File: src/rtl/mtp_pkg.sv
// Shared types, constants and symbol helpers for the money text parser.
// No dependencies; the unit, the datapath and the controller import this package.
`default_nettype none

package mtp_pkg;

   localparam int SymbolBytes = 4;
   localparam int SymLimit = (SymbolBytes < 4) ? SymbolBytes : 4;
   localparam int CntW = $clog2(SymbolBytes + 1);

   typedef logic [CntW-1:0] cnt_type;
   typedef logic [SymbolBytes-1:0][7:0] win_type;

   localparam logic [7:0] CharDot = 8'h2E;
   localparam logic [7:0] CharComma = 8'h2C;
   localparam logic [7:0] CharOpen = 8'h28;
   localparam logic [7:0] CharClose = 8'h29;
   localparam logic [7:0] CharFive = 8'h35;
   localparam logic [31:0] SymDollar = 32'h0000_0024;
   localparam logic [31:0] SymPlus = 32'h0000_002B;
   localparam logic [31:0] SymMinus = 32'h0000_002D;
   localparam logic [31:0] SymComma = 32'h0000_002C;
   localparam logic [31:0] SymDot = 32'h0000_002E;
   localparam logic [3:0] FracDefault = 4'd2;
   localparam logic [3:0] FracMax = 4'd10;
   localparam logic [63:0] Int64Min = {1'b1, 63'd0};

   typedef enum logic [1:0] {
      MATCH_NO,
      MATCH_YES,
      MATCH_NEED
   } match_type;

   typedef enum logic [1:0] {
      STATUS_OK = 2'd0,
      STATUS_RANGE = 2'd1,
      STATUS_SYNTAX = 2'd2
   } status_type;

   typedef enum logic [2:0] {
      CSR_FRACTION_DIGITS = 3'd0,
      CSR_DECIMAL_CHAR = 3'd1,
      CSR_GROUP_SYMBOL = 3'd2,
      CSR_CURRENCY_SYMBOL = 3'd3,
      CSR_PLUS_SYMBOL = 3'd4,
      CSR_MINUS_SYMBOL = 3'd5
   } csr_index_type;

   typedef enum logic [3:0] {
      PH_LEAD_WS,
      PH_SIGN,
      PH_POST_SIGN,
      PH_PRE_DIGIT,
      PH_DIGITS,
      PH_PAD,
      PH_TRAIL_DIGITS,
      PH_TRAIL,
      PH_ERROR
   } phase_type;

   typedef enum logic [2:0] {
      ST_IDLE,
      ST_SCAN,
      ST_CLOSE,
      ST_PAD,
      ST_EMIT
   } ctl_state_type;

   typedef struct packed {
      logic load;
      logic step;
      logic close;
      logic emit;
   } dp_cmd_type;

   typedef struct packed {
      logic busy;
      logic at_end;
      cnt_type win_count;
   } dp_stat_type;

   function automatic cnt_type sym_len(input logic [31:0] sym);
      cnt_type n;
      logic run;
      n = '0;
      run = 1'b1;
      for (int i = 0; i < SymLimit; i++) begin
         if (run && sym[8*i +: 8] != 8'd0) begin
            n = n + cnt_type'(1);
         end else begin
            run = 1'b0;
         end
      end
      return n;
   endfunction

   function automatic logic [31:0] eff_sym(input logic [31:0] sym, input logic [31:0] dflt);
      return (sym_len(sym) == '0) ? dflt : sym;
   endfunction

   function automatic match_type sym_match(input logic [31:0] sym, input win_type win,
                                           input cnt_type count, input logic at_end);
      cnt_type len;
      match_type m;
      logic done;
      len = sym_len(sym);
      m = MATCH_YES;
      done = 1'b0;
      if (len == '0) begin
         m = MATCH_NO;
         done = 1'b1;
      end
      for (int i = 0; i < SymLimit; i++) begin
         if (!done && cnt_type'(i) < len) begin
            if (cnt_type'(i) >= count) begin
               m = at_end ? MATCH_NO : MATCH_NEED;
               done = 1'b1;
            end else if (win[i] != sym[8*i +: 8]) begin
               m = MATCH_NO;
               done = 1'b1;
            end
         end
      end
      return m;
   endfunction

endpackage

`default_nettype wire

File: src/rtl/mtp_req_if.sv
// Input channel: one text byte per transfer with its end marker.
// Depends on nothing.
`default_nettype none

interface mtp_req_if;
   logic valid;
   logic ready;
   logic [7:0] text_byte;
   logic end_of_text;

   modport source (output valid, output text_byte, output end_of_text, input ready);
   modport sink (input valid, input text_byte, input end_of_text, output ready);
endinterface

`default_nettype wire

File: src/rtl/mtp_rsp_if.sv
// Result channel: parsed amount and status, one transfer per string.
// Depends on nothing.
`default_nettype none

interface mtp_rsp_if;
   logic valid;
   logic ready;
   logic signed [63:0] amount;
   logic [1:0] status;

   modport source (output valid, output amount, output status, input ready);
   modport sink (input valid, input amount, input status, output ready);
endinterface

`default_nettype wire

File: src/rtl/mtp_csr_if.sv
// Register write channel: index and data per transfer.
// Depends on nothing.
`default_nettype none

interface mtp_csr_if;
   logic valid;
   logic ready;
   logic [2:0] index;
   logic [31:0] data;

   modport source (output valid, output index, output data, input ready);
   modport sink (input valid, input index, input data, output ready);
endinterface

`default_nettype wire

File: src/rtl/money_text_parser_unit.sv
// Money string parser. A byte is accepted only in the idle state and is then
// worked off in lookahead-window steps (usually one, more where a multi-byte
// symbol is resolved or a failed match drains buffered bytes) until the step
// loop closes; the next byte waits until then, as the single window-step unit
// does one step at a time. After the last byte come a close state, the padding
// steps, one per padding digit (up to ten) through the shared accumulator adder,
// the exit from the padding loop and the load of the result register. A result
// waiting in that register does not stop the next string's bytes, and register
// writes are taken every cycle out of reset. Depends on mtp_pkg and the interfaces.
`default_nettype none

module money_text_parser_unit
   import mtp_pkg::*;
(
   input  wire logic clock,
   input  wire logic reset,
   mtp_req_if.sink   req_chan,
   mtp_rsp_if.source rsp_chan,
   mtp_csr_if.sink   csr_chan
);

   dp_cmd_type cmd;
   dp_stat_type stat;

   assign csr_chan.ready = !reset;

   mtp_controller u_ctl (
      .clock     (clock),
      .reset     (reset),
      .req_valid (req_chan.valid),
      .req_ready (req_chan.ready),
      .rsp_valid (rsp_chan.valid),
      .rsp_ready (rsp_chan.ready),
      .stat      (stat),
      .cmd       (cmd)
   );

   mtp_datapath u_dp (
      .clock       (clock),
      .reset       (reset),
      .cmd         (cmd),
      .stat        (stat),
      .csr_write   (csr_chan.valid && csr_chan.ready),
      .csr_index   (csr_chan.index),
      .csr_data    (csr_chan.data),
      .text_byte   (req_chan.text_byte),
      .end_of_text (req_chan.end_of_text),
      .amount      (rsp_chan.amount),
      .status      (rsp_chan.status)
   );

   a_window_room: assert property (@(posedge clock) disable iff (reset)
      (req_chan.valid && req_chan.ready) |-> (stat.win_count < cnt_type'(SymbolBytes)))
      else $error("lookahead window full at byte transfer");

   a_error_zero: assert property (@(posedge clock) disable iff (reset)
      (rsp_chan.valid && rsp_chan.status != 2'(STATUS_OK)) |-> (rsp_chan.amount == 64'sd0))
      else $error("failed parse carries a non-zero amount");

   a_status_code: assert property (@(posedge clock) disable iff (reset)
      rsp_chan.valid |-> (rsp_chan.status <= 2'(STATUS_SYNTAX)))
      else $error("result status outside its codes");

   a_emit_drained: assert property (@(posedge clock) disable iff (reset)
      cmd.emit |-> (stat.win_count == '0 && !stat.busy))
      else $error("result loaded with window not drained");

endmodule

`default_nettype wire

File: src/rtl/mtp_datapath.sv
// Parser datapath: registers, lookahead window, phase decode and the
// accumulator adder. Depends on mtp_pkg; driven by mtp_controller commands.
`default_nettype none

module mtp_datapath
   import mtp_pkg::*;
(
   input  wire logic        clock,
   input  wire logic        reset,
   input  wire dp_cmd_type  cmd,
   output dp_stat_type      stat,
   input  wire logic        csr_write,
   input  wire logic [2:0]  csr_index,
   input  wire logic [31:0] csr_data,
   input  wire logic [7:0]  text_byte,
   input  wire logic        end_of_text,
   output logic signed [63:0] amount,
   output logic [1:0]       status
);

   logic [3:0] frac_ff;
   logic [7:0] dec_ff;
   logic [31:0] grp_ff, cur_ff, plus_ff, minus_ff;

   logic [63:0] acc_ff, acc_in;
   phase_type phase_ff, phase_in;
   logic dot_ff, dot_in;
   logic [3:0] fcount_ff, fcount_in;
   logic neg_ff, neg_in;
   status_type err_ff, err_in;
   win_type win_ff, win_in;
   cnt_type count_ff, count_in;
   logic at_end_ff, at_end_in;
   logic [63:0] amount_ff, amount_in;
   status_type status_ff, status_in;

   logic [3:0] eff_frac;
   logic [7:0] eff_dec;
   logic [31:0] cur_sym, plus_sym, minus_sym, grp_sym;
   logic [7:0] c;
   logic is_ws, is_dig, frac_room;
   match_type m_cur, m_plus, m_minus, m_grp;

   logic mul_ten;
   logic [3:0] arith_d;
   logic [67:0] acc_ext, base, full;
   logic ovf;

   cnt_type take;
   logic stall, fail_hit;
   status_type fail_code;
   win_type win_sh;

   // effective register values with defaults
   always_comb begin
      eff_frac = (frac_ff > FracMax) ? FracDefault : frac_ff;
      eff_dec = (dec_ff == 8'd0) ? CharDot : dec_ff;
      cur_sym = eff_sym(cur_ff, SymDollar);
      plus_sym = eff_sym(plus_ff, SymPlus);
      minus_sym = eff_sym(minus_ff, SymMinus);
      grp_sym = eff_sym(grp_ff, (eff_dec != CharComma) ? SymComma : SymDot);
   end

   assign c = win_ff[0];
   assign is_ws = (c == 8'd32) || (c >= 8'd9 && c <= 8'd13);
   assign is_dig = (c >= 8'd48) && (c <= 8'd57);
   assign frac_room = !dot_ff || (fcount_ff < eff_frac);
   assign m_cur = sym_match(cur_sym, win_ff, count_ff, at_end_ff);
   assign m_plus = sym_match(plus_sym, win_ff, count_ff, at_end_ff);
   assign m_minus = sym_match(minus_sym, win_ff, count_ff, at_end_ff);
   assign m_grp = sym_match(grp_sym, win_ff, count_ff, at_end_ff);

   // accumulator operation: digit (x10 - d), rounding (-1) or padding (x10)
   always_comb begin
      mul_ten = 1'b1;
      arith_d = 4'd0;
      if (phase_ff == PH_DIGITS) begin
         if (is_dig && frac_room) begin
            arith_d = c[3:0];
         end else begin
            mul_ten = 1'b0;
            arith_d = 4'd1;
         end
      end
   end

   assign acc_ext = {{4{acc_ff[63]}}, acc_ff};
   assign base = mul_ten ? ((acc_ext << 3) + (acc_ext << 1)) : acc_ext;
   assign full = base - {64'd0, arith_d};
   // the accumulator never goes positive, so leaving range means below the minimum
   assign ovf = !((&full[67:63]) || (~|full[67:63]));

   always_comb begin
      take = '0;
      stall = 1'b0;
      fail_hit = 1'b0;
      fail_code = STATUS_OK;
      phase_in = phase_ff;
      acc_in = acc_ff;
      dot_in = dot_ff;
      fcount_in = fcount_ff;
      neg_in = neg_ff;
      err_in = err_ff;
      win_in = win_ff;
      count_in = count_ff;
      at_end_in = at_end_ff;
      amount_in = amount_ff;
      status_in = status_ff;

      unique case (phase_ff)
         PH_LEAD_WS, PH_POST_SIGN: begin
            if (is_ws) begin
               take = cnt_type'(1);
            end else if (m_cur == MATCH_NEED) begin
               stall = 1'b1;
            end else begin
               if (m_cur == MATCH_YES) take = sym_len(cur_sym);
               phase_in = (phase_ff == PH_LEAD_WS) ? PH_SIGN : PH_PRE_DIGIT;
            end
         end
         PH_SIGN: begin
            if (is_ws) begin
               take = cnt_type'(1);
            end else if (m_minus == MATCH_NEED) begin
               stall = 1'b1;
            end else if (m_minus == MATCH_YES) begin
               neg_in = 1'b1;
               take = sym_len(minus_sym);
               phase_in = PH_POST_SIGN;
            end else if (c == CharOpen) begin
               neg_in = 1'b1;
               take = cnt_type'(1);
               phase_in = PH_POST_SIGN;
            end else if (m_plus == MATCH_NEED) begin
               stall = 1'b1;
            end else begin
               if (m_plus == MATCH_YES) take = sym_len(plus_sym);
               phase_in = PH_POST_SIGN;
            end
         end
         PH_PRE_DIGIT: begin
            if (is_ws) take = cnt_type'(1);
            else phase_in = PH_DIGITS;
         end
         PH_DIGITS: begin
            if (is_dig && frac_room) begin
               take = cnt_type'(1);
               if (ovf) begin
                  fail_hit = 1'b1;
                  fail_code = STATUS_RANGE;
               end else begin
                  acc_in = full[63:0];
                  if (dot_ff) fcount_in = fcount_ff + 4'd1;
               end
            end else if (c == eff_dec && !dot_ff) begin
               dot_in = 1'b1;
               take = cnt_type'(1);
            end else if (m_grp == MATCH_NEED) begin
               stall = 1'b1;
            end else if (m_grp == MATCH_YES) begin
               take = sym_len(grp_sym);
            end else if (is_dig && c >= CharFive) begin
               // excess digit rounds away from zero before padding
               if (ovf) begin
                  fail_hit = 1'b1;
                  fail_code = STATUS_RANGE;
               end else begin
                  acc_in = full[63:0];
                  phase_in = PH_PAD;
               end
            end else begin
               phase_in = PH_PAD;
            end
         end
         PH_PAD: begin
            if (fcount_ff < eff_frac) begin
               if (ovf) begin
                  fail_hit = 1'b1;
                  fail_code = STATUS_RANGE;
               end else begin
                  acc_in = full[63:0];
                  fcount_in = fcount_ff + 4'd1;
               end
            end else begin
               phase_in = PH_TRAIL_DIGITS;
            end
         end
         PH_TRAIL_DIGITS: begin
            if (is_dig) take = cnt_type'(1);
            else phase_in = PH_TRAIL;
         end
         PH_TRAIL: begin
            if (is_ws || c == CharClose) begin
               take = cnt_type'(1);
            end else if (m_minus == MATCH_NEED) begin
               stall = 1'b1;
            end else if (m_minus == MATCH_YES) begin
               neg_in = 1'b1;
               take = sym_len(minus_sym);
            end else if (m_plus == MATCH_NEED) begin
               stall = 1'b1;
            end else if (m_plus == MATCH_YES) begin
               take = sym_len(plus_sym);
            end else if (m_cur == MATCH_NEED) begin
               stall = 1'b1;
            end else if (m_cur == MATCH_YES) begin
               take = sym_len(cur_sym);
            end else begin
               fail_hit = 1'b1;
               fail_code = STATUS_SYNTAX;
            end
         end
         PH_ERROR: take = count_ff;
         default: take = count_ff;
      endcase

      if (fail_hit) begin
         phase_in = PH_ERROR;
         if (err_ff == STATUS_OK) err_in = fail_code;
      end
      if (take > count_ff) take = count_ff;

      for (int i = 0; i < SymbolBytes; i++) begin
         win_sh[i] = 8'd0;
         for (int j = 0; j <= SymbolBytes; j++) begin
            if (take == cnt_type'(j) && i + j < SymbolBytes) win_sh[i] = win_ff[i + j];
         end
      end

      if (cmd.step) begin
         win_in = win_sh;
         count_in = count_ff - take;
      end else begin
         // a step that was not issued changes nothing
         phase_in = phase_ff;
         acc_in = acc_ff;
         dot_in = dot_ff;
         fcount_in = fcount_ff;
         neg_in = neg_ff;
         err_in = err_ff;
      end

      if (cmd.load) begin
         at_end_in = end_of_text;
         if (count_ff < cnt_type'(SymbolBytes)) begin
            for (int i = 0; i < SymbolBytes; i++) begin
               if (count_ff == cnt_type'(i)) win_in[i] = text_byte;
            end
            count_in = count_ff + cnt_type'(1);
         end
      end

      if (cmd.close && err_ff == STATUS_OK && phase_ff <= PH_DIGITS) begin
         phase_in = PH_PAD;
      end

      if (cmd.emit) begin
         amount_in = 64'd0;
         status_in = err_ff;
         if (err_ff == STATUS_OK) begin
            if (neg_ff) amount_in = acc_ff;
            else if (acc_ff == Int64Min) status_in = STATUS_RANGE;
            else amount_in = ~acc_ff + 64'd1;
         end
         // drop the parse state for the next string
         acc_in = 64'd0;
         phase_in = PH_LEAD_WS;
         dot_in = 1'b0;
         fcount_in = 4'd0;
         neg_in = 1'b0;
         err_in = STATUS_OK;
         count_in = '0;
      end
   end

   always_ff @(posedge clock) begin
      if (reset) begin
         frac_ff <= FracDefault;
         dec_ff <= CharDot;
         grp_ff <= SymComma;
         cur_ff <= SymDollar;
         plus_ff <= SymPlus;
         minus_ff <= SymMinus;
      end else if (csr_write) begin
         unique case (csr_index)
            CSR_FRACTION_DIGITS: frac_ff <= csr_data[3:0];
            CSR_DECIMAL_CHAR: dec_ff <= csr_data[7:0];
            CSR_GROUP_SYMBOL: grp_ff <= csr_data;
            CSR_CURRENCY_SYMBOL: cur_ff <= csr_data;
            CSR_PLUS_SYMBOL: plus_ff <= csr_data;
            CSR_MINUS_SYMBOL: minus_ff <= csr_data;
            default: ;
         endcase
      end
   end

   always_ff @(posedge clock) begin
      if (reset) begin
         acc_ff <= 64'd0;
         phase_ff <= PH_LEAD_WS;
         dot_ff <= 1'b0;
         fcount_ff <= 4'd0;
         neg_ff <= 1'b0;
         err_ff <= STATUS_OK;
         count_ff <= '0;
         at_end_ff <= 1'b0;
      end else begin
         acc_ff <= acc_in;
         phase_ff <= phase_in;
         dot_ff <= dot_in;
         fcount_ff <= fcount_in;
         neg_ff <= neg_in;
         err_ff <= err_in;
         count_ff <= count_in;
         at_end_ff <= at_end_in;
      end
   end

   always_ff @(posedge clock) begin
      win_ff <= win_in;
      amount_ff <= amount_in;
      status_ff <= status_in;
   end

   assign stat.busy = (phase_ff == PH_PAD) || (count_ff != '0 && !stall);
   assign stat.at_end = at_end_ff;
   assign stat.win_count = count_ff;
   assign amount = amount_ff;
   assign status = status_ff;

endmodule

`default_nettype wire

File: src/rtl/mtp_controller.sv
// Sequencer for the parser: byte intake, window steps, end padding and
// result hand-off. Depends on mtp_pkg; commands mtp_datapath.
`default_nettype none

module mtp_controller
   import mtp_pkg::*;
(
   input  wire logic        clock,
   input  wire logic        reset,
   input  wire logic        req_valid,
   output logic             req_ready,
   output logic             rsp_valid,
   input  wire logic        rsp_ready,
   input  wire dp_stat_type stat,
   output dp_cmd_type       cmd
);

   ctl_state_type state_ff, state_in;
   logic rsp_valid_ff, rsp_valid_in;
   logic out_free;

   assign out_free = !rsp_valid_ff || rsp_ready;

   always_comb begin
      state_in = state_ff;
      unique case (state_ff)
         ST_IDLE: if (req_valid) state_in = ST_SCAN;
         ST_SCAN: begin
            if (!stat.busy) state_in = stat.at_end ? ST_CLOSE : ST_IDLE;
         end
         ST_CLOSE: state_in = ST_PAD;
         ST_PAD: if (!stat.busy) state_in = ST_EMIT;
         ST_EMIT: if (out_free) state_in = ST_IDLE;
         default: state_in = ST_IDLE;
      endcase
   end

   always_comb begin
      cmd = '0;
      req_ready = 1'b0;
      unique case (state_ff)
         ST_IDLE: begin
            // hold off transfers while reset is applied
            req_ready = !reset;
            cmd.load = req_valid && !reset;
         end
         ST_SCAN, ST_PAD: cmd.step = stat.busy;
         ST_CLOSE: cmd.close = 1'b1;
         ST_EMIT: cmd.emit = out_free;
         default: ;
      endcase
   end

   always_comb begin
      rsp_valid_in = rsp_valid_ff;
      if (cmd.emit) rsp_valid_in = 1'b1;
      else if (rsp_ready) rsp_valid_in = 1'b0;
   end

   always_ff @(posedge clock) begin
      if (reset) begin
         state_ff <= ST_IDLE;
         rsp_valid_ff <= 1'b0;
      end else begin
         state_ff <= state_in;
         rsp_valid_ff <= rsp_valid_in;
      end
   end

   assign rsp_valid = rsp_valid_ff;

endmodule

`default_nettype wire
File: src/flat_wrapper.sv
// flat-port wrapper written by rule: the top's interface ports become plain ports
module money_text_parser_unit_flat import mtp_pkg::*;
  (clock, reset, req_chan_valid, req_chan_text_byte, req_chan_end_of_text, req_chan_ready, rsp_chan_valid, rsp_chan_amount, rsp_chan_status, rsp_chan_ready, csr_chan_valid, csr_chan_index, csr_chan_data, csr_chan_ready);
  mtp_req_if req_chan_i ();
  mtp_rsp_if rsp_chan_i ();
  mtp_csr_if csr_chan_i ();
  input  wire logic clock;
  input  wire logic reset;
  input wire logic [$bits(req_chan_i.valid)-1:0] req_chan_valid;
  input wire logic [$bits(req_chan_i.text_byte)-1:0] req_chan_text_byte;
  input wire logic [$bits(req_chan_i.end_of_text)-1:0] req_chan_end_of_text;
  output wire logic [$bits(req_chan_i.ready)-1:0] req_chan_ready;
  output wire logic [$bits(rsp_chan_i.valid)-1:0] rsp_chan_valid;
  output wire logic [$bits(rsp_chan_i.amount)-1:0] rsp_chan_amount;
  output wire logic [$bits(rsp_chan_i.status)-1:0] rsp_chan_status;
  input wire logic [$bits(rsp_chan_i.ready)-1:0] rsp_chan_ready;
  input wire logic [$bits(csr_chan_i.valid)-1:0] csr_chan_valid;
  input wire logic [$bits(csr_chan_i.index)-1:0] csr_chan_index;
  input wire logic [$bits(csr_chan_i.data)-1:0] csr_chan_data;
  output wire logic [$bits(csr_chan_i.ready)-1:0] csr_chan_ready;
  assign req_chan_i.valid = req_chan_valid;
  assign req_chan_i.text_byte = req_chan_text_byte;
  assign req_chan_i.end_of_text = req_chan_end_of_text;
  assign req_chan_ready = req_chan_i.ready;
  assign rsp_chan_valid = rsp_chan_i.valid;
  assign rsp_chan_amount = rsp_chan_i.amount;
  assign rsp_chan_status = rsp_chan_i.status;
  assign rsp_chan_i.ready = rsp_chan_ready;
  assign csr_chan_i.valid = csr_chan_valid;
  assign csr_chan_i.index = csr_chan_index;
  assign csr_chan_i.data = csr_chan_data;
  assign csr_chan_ready = csr_chan_i.ready;
  money_text_parser_unit u_core (.clock(clock), .reset(reset), .req_chan(req_chan_i), .rsp_chan(rsp_chan_i), .csr_chan(csr_chan_i));
endmodule
File: config.mk
export PLATFORM = sky130hd
export DESIGN_NAME = money_text_parser_unit_flat
export DESIGN_NICKNAME = d
export VERILOG_FILES = /design/src/rtl/mtp_pkg.sv /design/src/rtl/mtp_req_if.sv /design/src/rtl/mtp_rsp_if.sv /design/src/rtl/mtp_csr_if.sv /design/src/rtl/money_text_parser_unit.sv /design/src/rtl/mtp_datapath.sv /design/src/rtl/mtp_controller.sv /design/src/flat_wrapper.sv
export SDC_FILE = /design/constraint.sdc
export NUM_CORES = 1
export LEC_CHECK = 0
export ABC_CLOCK_PERIOD_IN_PS = 15600
export BUFFER_PORTS_ARGS = -buffer_cell sky130_fd_sc_hd__buf_2
export CORE_MARGIN = 5
export CORE_UTILIZATION = 39
export DETAILED_ROUTE_END_ITERATION = 7
export HOLD_SLACK_MARGIN = 0.05
export PLACE_DENSITY = 0.64
export RECOVER_POWER = 100
export SYNTH_ARGS = -nofsm -noshare
export SYNTH_HDL_FRONTEND = slang
export SYNTH_SLANG_ARGS = --single-unit
export TNS_END_PERCENT = 30
File: constraint.sdc
create_clock -name clock -period 15.6 [get_ports clock]
set_input_delay 0 -clock clock [delete_from_list [all_inputs] [get_ports clock]]
set_output_delay 0 -clock clock [all_outputs]
set_load 0.02 [all_outputs]
==> results of run 1 <==
## power by group through the flow
stage / registers, mW / logic, mW / clock network, mW
detailed placement: 1.00 / 0.353 / 0
finish: 0.990 / 0.365 / 1.04
CTS: 0.983 / 0.365 / 1.05
floorplan: 0.912 / 0.329 / 0
global placement: 1.00 / 0.350 / 0
global route: 0.992 / 0.401 / 1.08
## timing repair
action,in CTS,in global routing
hold buffers,49,0
resized for setup,0,0
endpoints found under the hold margin,177,0
## cells by family (layout without fill, tap and decap cells)
logic type / Yosys count / after routing / share of synthesized area
AND/OR/NAND/NOR: 1646 / 1646 / 0.2992
AO/OA/AOI/OAI: 1055 / 1055 / 0.2594
flip-flops: 322 / 322 / 0.2685
buffers and inverters: 322 / 340 / 0.05162
XOR/XNOR: 186 / 186 / 0.06183
adder cells (fa/ha/maj): 89 / 89 / 0.04292
multiplexers: 43 / 43 / 0.01659
other: 0 / 1 / 0
## worst max-delay path: cells and delay by family, from the launching register on
kind / cells / cell delay (ps)
adders and majority gates: 1 / 490
buffers and inverters: 2 / 2450
and+or+nand+nor: 8 / 2670
DFF: 1 / 790
AOI/OAI and AO/OA: 11 / 2920
## sequential cells by signal (all words and copies together) (netlist names)
register	count
u_core.u_dp.acc_ff	64
u_core.u_dp.amount	64
u_core.u_dp.cur_ff	32
u_core.u_dp.grp_ff	32
u_core.u_dp.minus_ff	32
u_core.u_dp.plus_ff	32
u_core.u_dp.win_ff	24
u_core.u_dp.c	8
u_core.u_dp.dec_ff	8
u_core.u_dp.fcount_ff	4
u_core.u_dp.frac_ff	4
u_core.u_dp.phase_ff	4
u_core.u_ctl.state_ff	3
u_core.u_dp.count_ff	3
u_core.u_dp.err_ff	2
u_core.u_dp.status	2
u_core.u_ctl.rsp_valid	1
u_core.u_dp.at_end_ff	1
u_core.u_dp.dot_ff	1
u_core.u_dp.neg_ff	1
## worst paths after layout
| check | startpoint | endpoint | slack (ps) | cells past startpoint |
|---|---|---|---|---|
| max reg2reg | u_core.u_dp.c[5]$_DFF_P_ | u_core.u_dp.acc_ff[4]$_SDFFE_PP0P_ | 6080 | 22 |
| min | csr_chan_index[2] | u_core.u_dp.frac_ff[1]$_SDFFE_PP1P_ | 90 | 5 |
| max | u_core.u_dp.c[5]$_DFF_P_ | u_core.u_dp.acc_ff[4]$_SDFFE_PP0P_ | 6080 | 22 |
| min reg2reg | u_core.u_dp.grp_ff[2]$_SDFFE_PP1P_ | u_core.u_dp.grp_ff[2]$_SDFFE_PP1P_ | 480 | 2 |
## layer usage
| layer | vias to the layer above | global-route usage |
|---|---|---|
| met4 | 0 | 0.08775 |
| met2 | 1036 | 0.4238 |
| met5 | - | 0 |
| met1 | 13100 | 0.3126 |
| li1 | 13340 | - |
| met3 | 193 | 0.03349 |
## area by class of cell
class / count / area [um2] / area share
tap: 873 / 1092 / 0.03755
inverter: 72 / 270.3 / 0.009290
multi-input combinational: 3019 / 17980 / 0.6181
clock buffer: 46 / 1052 / 0.03617
sequential: 322 / 7108 / 0.2443
antenna: 1 / 2.502 / 0.00008602
timing repair buffer: 198 / 1212 / 0.04168
clock inverter: 24 / 370.4 / 0.01273
## placed cells by master (no fill, tap or decap), types with 25 or more instances in the layout
master,n
buf_2,48
nor3_1,92
edfxtp_1,66
nand2_1,601
nand3_1,91
o211ai_1,31
dfxtp_1,255
inv_1,71
or3_1,35
xor2_1,44
o21ai_0,176
nor4_1,55
nand4_1,64
nor4bb_1,33
dlygate4sd3_1,49
and3_1,40
ha_1,86
o32ai_1,30
xnor2_1,141
clkbuf_1,79
a21oi_1,365
a31oi_1,89
a211oi_1,30
o21a_1,25
mux2i_1,36
a21o_1,30
o31ai_1,25
clkbuf_16,39
and2_1,36
nor2_1,419
## stage by stage
stage                     area (um2)  cells  power [mW]
after floorplan                26470   3663       1.241
after global placement         27370   4435       1.350
after detailed placement       27370   4435       1.354
after CTS                      29280   4554       2.399
after global routing           29090   4555       2.477
final                          29090   4555       2.390
==> results.yml, run 1 <==
synth:
  synth_cell_types: 117
  synth_fp_nets: 3801
  async_reset_ff_frac: 0
  synthTopCellsByArea: "dfxtp_1, nand2_1, edfxtp_1"
  syn_area_um2: 26470
  ys.flop_type: "dfxtp_1"
  post-synth-top-area-fraction: 0.1936
  synth_top_area_cell: "dfxtp_1"
  synth-seq-cells: 322
  avgSynthCellArea_um2: 7.226
  yosysMostFrequentCell: "nand2_1"
  ys_warn_count: 0
  synthTopCellsByCount: "nand2_1, nor2_1, a21oi_1"
  yosysSeqAreaShare: 0.2685
  synth_edf_count: 66
  synthCells: 3663
drt:
  drc: 0
  wl_met2_mm: 45.22
  met1Wirelength_mm: 39.85
  drt_iter0_drc: 2939
  wl_met3_mm: 6.400
  routed_wirelength_mm: 95.14
  routedWlPerCell_um: 20.89
  via_per_inst: 6.074
  num_vias: 27670
  ant_nets: 0
  top_layer_used: "met4"
  drtPass1Iterations: 6
sta:
  slew_headroom: -0.9948
  fin_crit_ps: 9517
  whs_ps: 85.68
  fmax_mhz: 105.1
  tightest_slew_ps: 2992
  slew_viol_final: 455
  fin_skew_ps: 20.78
  hold_viol: 0
  setup_viol: 0
  period_share: 0.6101
  worst_slack_ps: 6083
  rsz0062_at_grt: "no"
  fin_setup_tns_ps: 0
outcome:
  violations: "capacitance limit, slew limit"
  outcome: "finished, violations left"
pwr:
  combPwrFrac: 0.153
  p_leak_nw: 10.61
  power_density_nw_per_um2: 82.16
  seqPwrFrac: 0.414
  switchingPower_mw: 0.7356
  clockPowerShare: 0.433
  ir_worst_vdd_v: 0.0001025
  intPower_mw: 1.655
  p_sw_frac: 0.3078
cts:
  path_clk_slew_ps: 70
  clock_path_buffers: 3
  postCtsSetupRepairBufs: 0
  clk_latency_ps: 600
  tritoncts: "yes"
  root_buffer: "clkbuf_16"
  h-tree-depth: 2
  cts.sinks: 322
  numCtsBuffers: 39
global_route:
  overflow: 0
  antenna_found_initial: 1
  grt_max_degree: 146
  track_usage: 0.2448
  first_global_vias: 25380
  grt_pass1_wl_mm: 145.9
place:
  place_congestion: 1.008
  dpl.hpwl_mm: 68.52
  pre_cts_slack_ps: 8066
  port_buffers: 117
setup_path:
  path_class: "reg2reg"
  path_common_cell: "o21ai_0"
  crit_path_end_kind: "flip-flop"
  crit_chain: "and4bb_1 -> a31oi_1 -> a21oi_4 -> buf_12 -> o21ai_0 -> fa_1 -> a21o_1 -> a21oi_1 -> nand3_1 -> or4_1 -> o21a_1 -> nand4b_1 -> nor3_1 -> and4_1 -> o211ai_1 -> o21a_1 -> nor3_1 -> o21ai_0 -> nand2_1 -> clkbuf_1 -> o21ai_0 -> a21oi_1"
  cp.arrival_ps: 10040
  max_stage_delay_ps: 2030
  worstPathRequired_ps: 16120
  cp-start-kind: "flip-flop"
  crit_slowest_cell: "clkbuf_1"
  critPathMaxFanout: 145
cells_and_area:
  fin_util: 0.4324
  fillers: 7011
  drive_above_1_share: 0.06058
  area.growth.synth_to_final_pct: 9.898
  nets: 3790
floorplan:
  rows: 95
  initial_core_util: 0.3935
  coreArea_um2: 67280
  fp.dieH_um: 270.5
  dieArea_um2: 73180
  io_pins: 118
  die_x_um: 270.5
flow_run:
  maxCapViolCount: 11
worst_hold_path:
  holdCritPathClass: "in2reg"
Note: power is estimated with default switching activity, not from simulation.
==> run 2: changes to the inputs <==
--- a/config.mk
+++ b/config.mk
@@ -5,7 +5,8 @@
 export SDC_FILE = /design/constraint.sdc
 export NUM_CORES = 1
 export LEC_CHECK = 0
-export ABC_CLOCK_PERIOD_IN_PS = 15600
+export ABC_AREA = 1
+export ABC_CLOCK_PERIOD_IN_PS = 9500
 export BUFFER_PORTS_ARGS = -buffer_cell sky130_fd_sc_hd__buf_2
 export CORE_MARGIN = 5
 export CORE_UTILIZATION = 39
==> constraint.sdc (replaced) <==
create_clock -name clock -period 9.5 [get_ports clock]
set_input_delay 0 -clock clock [delete_from_list [all_inputs] [get_ports clock]]
set_output_delay 0 -clock clock [all_outputs]
set_load 0.02 [all_outputs]
==> run 2 against run 1 <==
The run still ends with capacitance limit, slew limit left. Sequential share of layout area down 0.84 points. Design area up 3.6%. Combinational power rose to 6.4 times the previous value. Setup slack worse by 4400 ps. Critical path depth up 20. Sequential power up 77%. Fmax up 21%. Area after synthesis up 2.6%. Critical path type unchanged. Largest cell class unchanged. Highest routed layer unchanged.
==> results.yml, run 2 <==
sta:
  setup_viol: 0
  fin_setup_tns_ps: 0
  slew_headroom: -1.672
  fmax_mhz: 127.6
  period_share: 0.8250
  fin_skew_ps: 30.91
  hold_viol: 0
  fin_crit_ps: 7838
  slew_viol_final: 458
  rsz0062_at_grt: "no"
  tightest_slew_ps: 4007
cts:
  numCtsBuffers: 40
  tritoncts: "yes"
  postCtsSetupRepairBufs: 0
  clock_path_buffers: 3
  cts.sinks: 322
  clk_latency_ps: 590
  path_clk_slew_ps: 60
  root_buffer: "clkbuf_16"
  h-tree-depth: 2
setup_path:
  path_common_cell: "nand2_1"
  cp-start-kind: "flip-flop"
  path_class: "reg2reg"
  worstPathRequired_ps: 10000
  critPathMaxFanout: 29
  max_stage_delay_ps: 720
  crit_path_end_kind: "flip-flop"
  crit_slowest_cell: "dfxtp_1"
  cp.arrival_ps: 8340
place:
  dpl.hpwl_mm: 80.40
  placedCellCount: 5545
  port_buffers: 117
  place_congestion: 0.9793
cells_and_area:
  nets: 4845
  final_cells: 5666
  drive_above_1_share: 0.04161
  area.growth.synth_to_final_pct: 10.87
  final_common_cell: "nand2_1"
  diodes: 0
  final_cell_mix: "nand2_1, nor2_1, inv_1"
pwr:
  total_power_mw: 5.613
  power_density_nw_per_um2: 186.3
  ir_worst_vdd_v: 0.0001454
  p_leak_nw: 15.05
synth:
  avgSynthCellArea_um2: 5.899
  synth-seq-cells: 322
  yosysSeqAreaShare: 0.2616
  ys_warn_count: 0
  synthTopCellsByArea: "dfxtp_1, nand2_1, nor2_1"
  synth_fp_nets: 4744
  synth_edf_count: 66
  ys.flop_type: "dfxtp_1"
  synthTopCellsByCount: "nand2_1, nor2_1, inv_1"
  async_reset_ff_frac: 0
  synthCells: 4606
  post-synth-top-area-fraction: 0.1886
  synth_top_area_cell: "dfxtp_1"
  syn_area_um2: 27170
  yosysMostFrequentCell: "nand2_1"
  synth_cell_types: 69
global_route:
  track_usage: 0.2642
  grt_max_degree: 96
  grtUsageMet1: 0.3333
  grt_util_met3: 0.02643
  use_met2: 0.4555
  overflow: 0
  busiest_layer: "met2"
  grt_pass1_wl_mm: 156.8
  first_global_vias: 27670
  antenna_found_initial: 0
drt:
  num_vias: 29700
  drt_iter0_drc: 2572
  drtPass1Iterations: 6
  ant_nets: 0
  via_per_inst: 5.242
  drc: 0
  routed_wirelength_mm: 102.8
  routedWlPerCell_um: 18.14
floorplan:
  die_x_um: 273.9
  fp.dieH_um: 273.9
  coreArea_um2: 68830
  dieArea_um2: 75050
  io_pins: 118
  initial_core_util: 0.3948
  rows: 96
outcome:
  violations: "capacitance limit, slew limit"
  outcome: "finished, violations left"
flow_run:
  maxCapViolCount: 9
worst_hold_path:
  holdCritPathClass: "in2reg"
run 2: cell count changes after synthesis, sizes merged, moves of 36 or more:
| cell | before | now |
|---|---|---|
| nand2 | 601 | 1323 |
| xnor2 | 142 | 49 |
| o21ai | 195 | 284 |
| a31oi | 89 | 16 |
| nand3 | 91 | 311 |
| clkbuf | 172 | 88 |
| inv | 71 | 674 |
| nor2 | 420 | 727 |
| or3 | 36 | 0 |
| and3 | 40 | 3 |
| mux2i | 36 | 0 |
| a21oi | 370 | 247 |
| xor2 | 44 | 135 |
| nor4 | 58 | 20 |
run 2: repair_timing:
action / CTS / global route
hold buffers: 51 / 0
endpoints found under the hold margin: 178 / 0
gates resized for setup: 0 / 0
run 2: cells by family after synthesis:
logic type / synth area share
AO/OA/AOI/OAI: 0.1240
XOR/XNOR: 0.05931
adder cells (fa/ha/maj): 0.04181
buffers and inverters: 0.1195
flip-flops: 0.2616
AND/OR/NAND/NOR: 0.3939
run 2: stage by stage:
step,instance area [um2],setup WS (ps),hold slack [ps],util
after global routing,30120,881.6,109.5,0.4377
after detailed placement,28490,2035,283.2,0.4139
after CTS,30290,2047,90.67,0.4401
after floorplan,27170,3779,69.07,-
after global placement,28490,2282,281.8,0.4139
final,30120,1662,95.26,0.4377
run 2: where the power goes:
part	internal, mW	leakage, nW	switching [mW]
registers	1.55	2.70	0.199
clock network	0.902	0.638	0.634
logic	0.713	11.7	1.61
run 2: path summary, 6_finish.rpt:
path	start	to	slack [ps]	cells after the start
max	u_core.u_dp.count_ff[1]$_SDFF_PP0_	u_core.u_dp.win_ff[28]$_DFF_P_	1660	42
min	csr_chan_valid	u_core.u_dp.frac_ff[1]$_SDFFE_PP1P_	100	7
max reg2reg	u_core.u_dp.count_ff[1]$_SDFF_PP0_	u_core.u_dp.win_ff[28]$_DFF_P_	1660	42
min reg2reg	u_core.u_dp.cur_ff[31]$_SDFFE_PP0P_	u_core.u_dp.cur_ff[31]$_SDFFE_PP0P_	460	2
run 2: routing by layer:
| metal | up-vias | wire [um] |
|---|---|---|
| li1 | 14860 | - |
| met2 | 1077 | 48020 |
| met5 | - | 0 |
| met3 | 259 | 6383 |
| met4 | 0 | 5600 |
| met1 | 13510 | 42760 |
run 2: final cells by class:
cell class | count | area [um2]
multi-input combinational | 3463 | 16810
fill | 7601 | 38700
tap | 931 | 1165
sequential | 322 | 7107
clock buffer | 55 | 1107
clock inverter | 15 | 187.7
timing repair buffer | 199 | 1190
inverter | 681 | 2561
run 2: critical path, delay by kind of cell, from the launching register on:
family / cells / cell delay [ps]
compound gates: 7 / 1700
fa+ha+maj: 3 / 630
buf+inv: 8 / 830
flops: 1 / 720
simple gates: 24 / 3860
